<file path="config.mk">
export PLATFORM = sky130hd
export DESIGN_NAME = countdown_timer_pool
export DESIGN_NICKNAME = d
export VERILOG_FILES = /design/src/rtl/ctp_pkg.sv /design/src/rtl/ctp_ram.sv /design/src/rtl/ctp_ctrl.sv /design/src/rtl/ctp_dp.sv /design/src/rtl/countdown_timer_pool.sv
export SDC_FILE = /design/constraint.sdc
export NUM_CORES = 2
export LEC_CHECK = 0
export BUFFER_PORTS_ARGS = -buffer_cell sky130_fd_sc_hd__buf_2
export CAP_MARGIN = 0
export CORE_UTILIZATION = 40
export DETAILED_ROUTE_END_ITERATION = 12
export PLACE_DENSITY = 0.58
export SLEW_MARGIN = 20
export SYNTH_ARGS = -nofsm -noshare
export SYNTH_HDL_FRONTEND = slang
export SYNTH_SLANG_ARGS = --single-unit
</file>
<file path="constraint.sdc">
create_clock -name clk -period 7 [get_ports clk]
set_clock_uncertainty 0.05 [all_clocks]
set_input_delay 0.7 -clock clk [delete_from_list [all_inputs] [get_ports clk]]
set_output_delay 0.7 -clock clk [all_outputs]
set_load 0.02 [all_outputs]
</file>
<file path="src/rtl/ctp_pkg.sv">
// ----------------------------------------------------------------------------
// ctp_pkg
// shared types, op codes and limits of the countdown timer pool
// ----------------------------------------------------------------------------
package ctp_pkg;

  localparam int POOL_SIZE_DEF = 32;
  localparam int MAX_RESULTS   = 32;
  localparam int COUNT_W       = 32;

  localparam logic [2:0] OP_TICK   = 3'd0;
  localparam logic [2:0] OP_ALLOC  = 3'd1;
  localparam logic [2:0] OP_FREE   = 3'd2;
  localparam logic [2:0] OP_START  = 3'd3;
  localparam logic [2:0] OP_STOP   = 3'd4;
  localparam logic [2:0] OP_RESUME = 3'd5;
  localparam logic [2:0] OP_QUERY  = 3'd6;

  typedef struct packed {
    logic [2:0]  op;
    logic [7:0]  timer_id;
    logic [31:0] load_value;
    logic        with_callback;
  } in_word_t;

  typedef struct packed {
    logic       kind;
    logic [4:0] slot;
    logic       ok;
    logic       is_elapsed;
    logic       last;
  } out_word_t;

  // controller to datapath
  typedef struct packed {
    logic take;        // latch the input word
    logic idx_clr;     // restart the timer walk
    logic idx_inc;     // advance the timer walk
    logic tick_rd;     // read count at the walk index
    logic tick_step;   // write back count, handle fire
    logic alloc_take;  // claim the timer at the walk index
    logic query_rd;    // read count of the target timer
    logic reply;       // send reply word, apply command
    logic flush;       // send held fire word as last
  } ctp_cmd_t;

  // datapath to controller
  typedef struct packed {
    logic idx_done;
    logic alloc_free;
    logic tick_blocked;
    logic pend_valid;
    logic out_free;
  } ctp_stat_t;

endpackage

</file>
<file path="src/rtl/ctp_ram.sv">
// ----------------------------------------------------------------------------
// ctp_ram
// generic simple dual-port ram, one write and one registered read port
// ----------------------------------------------------------------------------
module ctp_ram #(
  parameter int WIDTH = 32,
  parameter int DEPTH = 32
) (
  input  logic                                   clk,
  input  logic                                   wr_en,
  input  logic [((DEPTH > 1) ? $clog2(DEPTH) : 1)-1:0] wr_addr,
  input  logic [WIDTH-1:0]                       wr_data,
  input  logic                                   rd_en,
  input  logic [((DEPTH > 1) ? $clog2(DEPTH) : 1)-1:0] rd_addr,
  output logic [WIDTH-1:0]                       rd_data
);

  logic [WIDTH-1:0] mem [DEPTH];
  logic [WIDTH-1:0] rd_data_r;

  always_ff @(posedge clk) begin
    if (wr_en) begin
      mem[wr_addr] <= wr_data;
    end
    if (rd_en) begin
      rd_data_r <= mem[rd_addr];
    end
  end

  assign rd_data = rd_data_r;

endmodule

</file>
<file path="src/rtl/ctp_ctrl.sv">
// ----------------------------------------------------------------------------
// ctp_ctrl
// sequencer of the timer pool: command decode, tick walk, allocate scan
// ----------------------------------------------------------------------------
module ctp_ctrl (
  input  logic               clk,
  input  logic               rst_n,
  input  logic               in_valid,
  input  logic [2:0]         in_op,
  output logic               in_stall,
  input  ctp_pkg::ctp_stat_t stat,
  output ctp_pkg::ctp_cmd_t  cmd
);

  import ctp_pkg::*;

  localparam logic [2:0] S_IDLE     = 3'd0;
  localparam logic [2:0] S_TICK_RD  = 3'd1;
  localparam logic [2:0] S_TICK_WR  = 3'd2;
  localparam logic [2:0] S_TICK_END = 3'd3;
  localparam logic [2:0] S_ALLOC    = 3'd4;
  localparam logic [2:0] S_QRD      = 3'd5;
  localparam logic [2:0] S_REPLY    = 3'd6;

  logic [2:0] state_r;
  logic [2:0] state_nxt;

  assign in_stall = (state_r != S_IDLE);

  always_comb begin
    state_nxt = state_r;
    cmd       = '0;
    case (state_r)
      S_IDLE: begin
        if (in_valid) begin
          cmd.take = 1'b1;
          case (in_op)
            OP_TICK: begin
              cmd.idx_clr = 1'b1;
              state_nxt   = S_TICK_RD;
            end
            OP_ALLOC: begin
              cmd.idx_clr = 1'b1;
              state_nxt   = S_ALLOC;
            end
            OP_QUERY: state_nxt = S_QRD;
            default:  state_nxt = S_REPLY;
          endcase
        end
      end
      S_TICK_RD: begin
        if (stat.idx_done) begin
          state_nxt = S_TICK_END;
        end else begin
          cmd.tick_rd = 1'b1;
          state_nxt   = S_TICK_WR;
        end
      end
      S_TICK_WR: begin
        if (!stat.tick_blocked) begin
          cmd.tick_step = 1'b1;
          cmd.idx_inc   = 1'b1;
          state_nxt     = S_TICK_RD;
        end
      end
      S_TICK_END: begin
        if (!stat.pend_valid) begin
          state_nxt = S_IDLE;
        end else if (stat.out_free) begin
          cmd.flush = 1'b1;
          state_nxt = S_IDLE;
        end
      end
      S_ALLOC: begin
        if (stat.idx_done) begin
          state_nxt = S_REPLY;
        end else if (stat.alloc_free) begin
          cmd.alloc_take = 1'b1;
          state_nxt      = S_REPLY;
        end else begin
          cmd.idx_inc = 1'b1;
        end
      end
      S_QRD: begin
        cmd.query_rd = 1'b1;
        state_nxt    = S_REPLY;
      end
      S_REPLY: begin
        if (stat.out_free) begin
          cmd.reply = 1'b1;
          state_nxt = S_IDLE;
        end
      end
      default: state_nxt = S_IDLE;
    endcase
  end

  always_ff @(posedge clk) begin
    if (!rst_n) begin
      state_r <= S_IDLE;
    end else begin
      state_r <= state_nxt;
    end
  end

endmodule

</file>
<file path="src/rtl/ctp_dp.sv">
// ----------------------------------------------------------------------------
// ctp_dp
// datapath of the timer pool: flags, count ram, fire hold stage, output word
// ----------------------------------------------------------------------------
module ctp_dp #(
  parameter int POOL_SIZE = ctp_pkg::POOL_SIZE_DEF
) (
  input  logic               clk,
  input  logic               rst_n,
  input  ctp_pkg::in_word_t  in_word,
  input  ctp_pkg::ctp_cmd_t  cmd,
  output ctp_pkg::ctp_stat_t stat,
  output logic               out_valid,
  input  logic               out_stall,
  output ctp_pkg::out_word_t out_word
);

  import ctp_pkg::*;

  localparam int IW = (POOL_SIZE > 1) ? $clog2(POOL_SIZE) : 1;
  localparam int CW = IW + 1;
  localparam int FW = $clog2(MAX_RESULTS + 1);

  // latched command word
  logic [2:0]         op_r;
  logic [IW-1:0]      tgt_r;
  logic               tvalid_r;
  logic [COUNT_W-1:0] load_r;
  logic               item_cb_r;

  // per-timer flags; cnt_ok_r low means the count reads as zero
  logic [POOL_SIZE-1:0] alloc_r;
  logic [POOL_SIZE-1:0] active_r;
  logic [POOL_SIZE-1:0] cb_r;
  logic [POOL_SIZE-1:0] cnt_ok_r;

  logic [CW-1:0] idx_r;
  logic [IW-1:0] idx;
  logic [8:0]    idx_ext;
  logic          idx_done;

  logic [FW-1:0] fire_cnt_r;
  logic          pend_valid_r;
  logic [4:0]    pend_slot_r;
  logic          alloc_ok_r;
  logic [4:0]    alloc_slot_r;

  logic               out_valid_r;
  out_word_t          out_word_r;
  logic               out_free;

  logic               ram_we;
  logic [IW-1:0]      ram_waddr;
  logic [COUNT_W-1:0] ram_wdata;
  logic               ram_re;
  logic [IW-1:0]      ram_raddr;
  logic [COUNT_W-1:0] ram_rdata;

  logic [COUNT_W-1:0] cur_cnt;
  logic [COUNT_W-1:0] new_cnt;
  logic [COUNT_W-1:0] q_cnt;
  logic               fire_hit;

  logic      push;
  out_word_t push_word;
  out_word_t reply_word;
  out_word_t fire_word;

  assign idx      = idx_r[IW-1:0];
  assign idx_ext  = 9'(idx);
  assign idx_done = (idx_r == CW'(POOL_SIZE));
  assign out_free = !out_valid_r || !out_stall;

  // tick step on the timer at the walk index
  assign cur_cnt  = cnt_ok_r[idx] ? ram_rdata : '0;
  assign new_cnt  = (active_r[idx] && (cur_cnt != '0)) ? cur_cnt - 1'b1 : cur_cnt;
  assign fire_hit = active_r[idx] && cb_r[idx] && (new_cnt == COUNT_W'(1))
                    && (fire_cnt_r < FW'(MAX_RESULTS));

  assign q_cnt = cnt_ok_r[tgt_r] ? ram_rdata : '0;

  assign stat.idx_done     = idx_done;
  assign stat.alloc_free   = !idx_done && !alloc_r[idx];
  assign stat.tick_blocked = fire_hit && pend_valid_r && !out_free;
  assign stat.pend_valid   = pend_valid_r;
  assign stat.out_free     = out_free;

  assign ram_we    = cmd.tick_step || (cmd.reply && tvalid_r && (op_r == OP_START));
  assign ram_waddr = cmd.tick_step ? idx : tgt_r;
  assign ram_wdata = cmd.tick_step ? new_cnt : load_r;
  assign ram_re    = cmd.tick_rd || cmd.query_rd;
  assign ram_raddr = cmd.tick_rd ? idx : tgt_r;

  ctp_ram #(
    .WIDTH(COUNT_W),
    .DEPTH(POOL_SIZE)
  ) u_cnt_ram (
    .clk    (clk),
    .wr_en  (ram_we),
    .wr_addr(ram_waddr),
    .wr_data(ram_wdata),
    .rd_en  (ram_re),
    .rd_addr(ram_raddr),
    .rd_data(ram_rdata)
  );

  always_comb begin
    reply_word            = '0;
    reply_word.last       = 1'b1;
    reply_word.slot       = ((op_r == OP_ALLOC) && alloc_ok_r) ? alloc_slot_r : 5'd0;
    reply_word.is_elapsed = (op_r == OP_QUERY) && tvalid_r && (q_cnt == '0);
    case (op_r)
      OP_ALLOC:  reply_word.ok = alloc_ok_r;
      OP_FREE,
      OP_START,
      OP_STOP,
      OP_RESUME,
      OP_QUERY:  reply_word.ok = tvalid_r;
      default:   reply_word.ok = 1'b0;
    endcase
  end

  always_comb begin
    fire_word            = '0;
    fire_word.kind       = 1'b1;
    fire_word.slot       = pend_slot_r;
    fire_word.ok         = 1'b1;
    fire_word.last       = cmd.flush;
  end

  assign push      = cmd.reply || cmd.flush || (cmd.tick_step && fire_hit && pend_valid_r);
  assign push_word = cmd.reply ? reply_word : fire_word;

  always_ff @(posedge clk) begin
    if (cmd.take) begin
      op_r      <= in_word.op;
      tvalid_r  <= (int'(in_word.timer_id) < POOL_SIZE);
      tgt_r     <= (int'(in_word.timer_id) < POOL_SIZE) ? IW'(in_word.timer_id) : '0;
      load_r    <= in_word.load_value;
      item_cb_r <= in_word.with_callback;
    end
    if (cmd.alloc_take) begin
      alloc_slot_r <= idx_ext[4:0];
    end
    if (cmd.tick_step && fire_hit) begin
      pend_slot_r <= idx_ext[4:0];
    end
    if (push) begin
      out_word_r <= push_word;
    end
  end

  always_ff @(posedge clk) begin
    if (!rst_n) begin
      alloc_r      <= '0;
      active_r     <= '0;
      cb_r         <= '0;
      cnt_ok_r     <= '0;
      idx_r        <= '0;
      fire_cnt_r   <= '0;
      pend_valid_r <= 1'b0;
      alloc_ok_r   <= 1'b0;
      out_valid_r  <= 1'b0;
    end else begin
      if (cmd.take) begin
        alloc_ok_r <= 1'b0;
      end
      if (cmd.idx_clr) begin
        idx_r      <= '0;
        fire_cnt_r <= '0;
      end else if (cmd.idx_inc) begin
        idx_r <= idx_r + 1'b1;
      end
      if (cmd.alloc_take) begin
        alloc_r[idx]  <= 1'b1;
        cb_r[idx]     <= 1'b0;
        cnt_ok_r[idx] <= 1'b0;
        alloc_ok_r    <= 1'b1;
      end
      if (cmd.tick_step) begin
        cnt_ok_r[idx] <= 1'b1;
        if (fire_hit) begin
          pend_valid_r <= 1'b1;
          fire_cnt_r   <= fire_cnt_r + 1'b1;
        end
      end
      if (cmd.flush) begin
        pend_valid_r <= 1'b0;
      end
      if (cmd.reply && tvalid_r) begin
        case (op_r)
          OP_FREE: begin
            active_r[tgt_r] <= 1'b0;
            alloc_r[tgt_r]  <= 1'b0;
            cb_r[tgt_r]     <= 1'b0;
            cnt_ok_r[tgt_r] <= 1'b0;
          end
          OP_START: begin
            cnt_ok_r[tgt_r] <= 1'b1;
            cb_r[tgt_r]     <= item_cb_r;
            active_r[tgt_r] <= 1'b1;
          end
          OP_STOP:   active_r[tgt_r] <= 1'b0;
          OP_RESUME: active_r[tgt_r] <= 1'b1;
          default: ;
        endcase
      end
      if (push) begin
        out_valid_r <= 1'b1;
      end else if (!out_stall) begin
        out_valid_r <= 1'b0;
      end
    end
  end

  assign out_valid = out_valid_r;
  assign out_word  = out_word_r;

endmodule

</file>
<file path="src/rtl/countdown_timer_pool.sv">
// ----------------------------------------------------------------------------
// countdown_timer_pool
// pool of 32-bit countdown timers with allocate, free, start, stop, resume,
// query and tick commands; ticks report fire words in ascending id order
// ----------------------------------------------------------------------------
//
//   channel  direction  word         handshake
//   in_      input      in_word_t    in_valid / in_stall
//   out_     output     out_word_t   out_valid / out_stall
//
// one word is taken at a time; in_stall is high until its work is done
// tick: a read-modify-write walk through the single count ram, timer by
//   timer, then the end-of-walk check and the closing step that sends the
//   held fire word
// allocate: scans the timers in id order for the free flag, up to the first
//   free one; free, start, stop, resume: reply only; query: count ram read
// synchronous active-low reset clears all flags at once; a cleared count
//   flag makes its ram entry read as zero, so no clearing pass is needed
// out_stall holds the output register; the walk waits in place while a
//   fire word cannot move on
//
module countdown_timer_pool #(
  parameter int POOL_SIZE = ctp_pkg::POOL_SIZE_DEF
) (
  input  logic               clk,
  input  logic               rst_n,
  // command words
  input  logic               in_valid,
  output logic               in_stall,
  input  ctp_pkg::in_word_t  in_word,
  // reply and fire words
  output logic               out_valid,
  input  logic               out_stall,
  output ctp_pkg::out_word_t out_word
);

  import ctp_pkg::*;

  // command and status between sequencer and datapath
  ctp_cmd_t  cmd;
  ctp_stat_t stat;

  // sequencer: decode, tick walk, allocate scan, reply timing
  ctp_ctrl u_ctrl (
    .clk     (clk),
    .rst_n   (rst_n),
    .in_valid(in_valid),
    .in_op   (in_word.op),
    .in_stall(in_stall),
    .stat    (stat),
    .cmd     (cmd)
  );

  // datapath: timer flags, count ram, fire hold stage, output register
  ctp_dp #(
    .POOL_SIZE(POOL_SIZE)
  ) u_dp (
    .clk      (clk),
    .rst_n    (rst_n),
    .in_word  (in_word),
    .cmd      (cmd),
    .stat     (stat),
    .out_valid(out_valid),
    .out_stall(out_stall),
    .out_word (out_word)
  );

endmodule

</file>
==> impl_metrics.py <==
metrics = {
    "status": {
        "outcome": "complete, no violations",
    },
    "placed_design": {
        "dp_cells": 5159,
        "numPortBuffers": 58,
        "gp_congestion": 0.9441,
        "hpwl_microns": 99120,
        "dp_slack_ns": 0.02384,
    },
    "power_and_ir_drop": {
        "p_leak_nw": 19.32,
        "power_density_mw_per_mm2": 296.9,
        "power.total_mw": 18.06,
        "ir_drop_v": 0.0002340,
    },
    "layout": {
        "fin_util_pct": 46.79,
        "syn2layout_area_growth_pct": 15.75,
        "fill_cells": 11140,
        "seqCellArea_sq_mm": 0.03647,
        "instances_no_fill": 5404,
        "multi_input_area_sq_mm": 0.01568,
        "drive_above_1_share_pct": 22.70,
        "final_nets": 3617,
    },
    "yosys": {
        "async_flop_share_pct": 0,
        "synth_top_cell_by_area": "edfxtp_1",
        "synth_seq_cells": 1263,
        "seq_area_frac_synth_pct": 69.39,
        "yosys_warnings": 0,
        "synthTopCellsByArea": "edfxtp_1 64%, mux4_2 12%, dfxtp_1 5.6%",
        "synth_top_flop_cell": "edfxtp_1",
        "synth-edff-count": 1117,
        "syn_avg_cell_area_sq_um": 15.43,
        "syn_nets": 3462,
        "synthCells": 3406,
        "synth_area_sq_mm": 0.05255,
        "yosysMostFrequentCell": "edfxtp_1",
        "synthTopCellsByCount": "1,117 x edfxtp_1, 429 x nand2_1, 281 x mux4_2",
        "ys_types": 86,
        "synth_top_area_share_pct": 63.83,
    },
    "clock_tree": {
        "cts_tree": "built",
        "cts-root-buf": "clkbuf_16",
        "cts_num_sinks": 1263,
        "cts_buffers": 133,
        "cts_buffer_depth": 3,
        "clk_latency_ns": 0.78,
        "htreeDepth": 4,
        "clk_pin_slew_ns": 0.06,
    },
    "critical_path": {
        "path_common_cell": "nor3_1",
        "critPathKind": "flop to flop",
        "worstPathArrival_ns": 6.99,
        "r2r-start": "u_dp.idx_r[1]",
        "path_cells": "buf_4 > mux2i_1 > o22ai_1 > a211oi_1 > nand3_2 > nand2_1 > ha_1 > or4b_2 > nor3_1 > nand4_1 > nand3_1 > nor3_1 > xnor2_1 > o2111ai_1 > nor4_2 > a21o_2 > or3_2 > o22ai_4 > buf_6",
        "worstRegToRegCells": 19,
        "startpoint_type": "flop",
        "cp_top_family": "simple AND/OR/NAND/NOR gates",
        "rrSetupSlack_ns": 0.37,
        "r2r_end": "u_dp.u_cnt_ram.mem[23][0]",
        "endpoint_kind": "flop",
        "cp_slowest_stage_delay_ns": 0.72,
        "cp.required_ns": 7.37,
        "critPathMaxFanout": 26,
        "worst-path-buf-inv": 2,
        "crit_slowest_cell": "or3_2",
    },
    "worst_hold_path": {
        "whs_endpoint": "u_dp.load_r[14]",
        "worst_hold_startpoint": "in_word[15]",
        "hold_depth": 1,
        "holdCritPathClass": "input port to flop",
    },
    "global_route": {
        "grt_max_degree": 129,
        "grt_overflow": 0,
        "grt_pass1_wl_microns": 232400,
        "grtUsageTotal_pct": 24.49,
        "antenna_found_initial": 4,
        "grt_pass1_vias": 31970,
    },
    "drt": {
        "post_drt_wl_per_cell_microns": 29.82,
        "firstDrtPassIters": 6,
        "vias": 32560,
        "wirelength_microns": 161200,
        "vias_per_cell": 6.026,
        "antenna_left": 0,
        "drcViolationCount": 0,
        "drt_iter0_drc": 3872,
    },
    "floorplan": {
        "start_util_pct": 40.43,
        "fp-row-count": 132,
        "io_pins": 59,
        "die_y_microns": 364.5,
        "dieWidth_microns": 364.5,
        "fp.coreArea_sq_mm": 0.1300,
        "die_area_sq_mm": 0.1328,
    },
    "timing": {
        "tns_ns": 0,
        "slew_violations": 0,
        "worstMarginPinSlew_ns": 1.142,
        "post-route-period-util_pct": 94.69,
        "hold_viol_final": 0,
        "timing.final.ws_setup_ns": 0.3718,
        "setup_violations": 0,
        "slew_headroom_pct": 23.05,
        "rsz0062_at_grt": "no",
        "fin_crit_ns": 6.628,
        "max_freq_ghz": 0.1509,
    },
    "flow_run": {
        "drv_cap": 0,
    },
}
==> what timing repair did <==
| action | CTS | global route |
|---|---|---|
| gates cloned | 0 | 0 |
| resized for setup | 1 | 19 |
| hold buffers | 2 | 0 |
| pin swaps | 0 | 2 |
| buffers inserted | 0 | 7 |
| endpoints found under the setup margin | 19 | 978 |
| hold endpoints to repair | 2 | 0 |
==> state kept, by name, summed over array words and instances (netlist names), named ones only <==
signal / count
u_dp.tgt_r: 5
u_dp.tvalid_r: 1
u_dp.u_cnt_ram.rd_data: 32
u_dp.load_r: 32
u_dp.fire_cnt_r: 6
u_dp.u_cnt_ram.mem: 1024
u_dp.alloc_r: 32
u_dp.item_cb_r: 1
u_dp.cb_r: 32
u_dp.cnt_ok_r: 32
u_dp.out_valid: 1
u_dp.idx_r: 6
u_dp.alloc_ok_r: 1
u_dp.out_word: 9
u_dp.op_r: 3
u_dp.alloc_slot_r: 5
u_dp.pend_valid_r: 1
u_dp.pend_slot_r: 5
u_ctrl.state_r: 3
==> worst max-delay path by stage <==
stage                  startpoint                         to  slack [ns]  cells past startpoint
floorplan           u_dp.idx_r[1]  u_dp.u_cnt_ram.mem[13][0]       -0.24                     27
CTS                 u_dp.idx_r[3]   u_dp.u_cnt_ram.mem[3][2]        0.01                     19
global placement    u_dp.idx_r[3]   u_dp.u_cnt_ram.mem[1][3]       -0.01                     19
detailed placement  u_dp.idx_r[3]   u_dp.u_cnt_ram.mem[3][0]        0.02                     19
global route        u_dp.idx_r[1]  u_dp.u_cnt_ram.mem[23][1]        0.03                     19
finish              u_dp.idx_r[1]  u_dp.u_cnt_ram.mem[23][0]        0.37                     19
==> metal layers <==
| metal | up-vias | wire length [microns] | share of wire, % | GRT usage, % |
|---|---|---|---|---|
| met5 | - | 13 | 0.0081 | 0 |
| met4 | 2 | 5468 | 3.4 | 9.013 |
| met3 | 289 | 13810 | 8.6 | 5.287 |
| met2 | 1614 | 73530 | 46 | 37.20 |
| met1 | 16910 | 68330 | 42 | 34.63 |
| li1 | 13750 | - | - | - |
==> final cells by class <==
type / instances / share of cell area, %
flip-flops and latches: 1263 / 59.96
multi-input cells: 1879 / 25.77
clock buffers: 176 / 5.793
repair buffers: 256 / 3.707
well taps: 1742 / 3.584
clock inverters: 58 / 1.002
inverters: 28 / 0.1728
diodes: 2 / 0.008229
==> placed cells by master (no fill, tap or decap), types with 39 or more instances in the layout <==
cell and n:
nand3_1 260, dfxtp_1 143, nor2_1 196, clkbuf_1 39, buf_2 58, clkbuf_16 133, buf_4 153, nand2_1 429
edfxtp_1 1117, mux4_2 281, a21oi_1 75, o21ai_0 131
==> power by group <==
part           switching, mW  internal, mW
clock                   3.00          3.75
sequential             0.132          8.63
combinational           1.68         0.877
==> logic make-up after synthesis <==
group	Yosys count	share of synthesized area [%]
mux	327	12.94
flops	1263	69.39
simple gates	1061	9.258
xor+xnor	12	0.2000
fa+ha+maj	8	0.1905
compound gates	471	5.874
buf+inv	264	2.143
==> per-stage QoR <==
stage	hold WS, ns	cell area, sq um
finish	0.05546	60820
global placement	0.3868	56430
global route	0.01849	60820
floorplan	0.3705	52560
CTS	0.00004052	60640
detailed placement	0.3877	56490
Note: power is estimated with default switching activity, not from simulation.
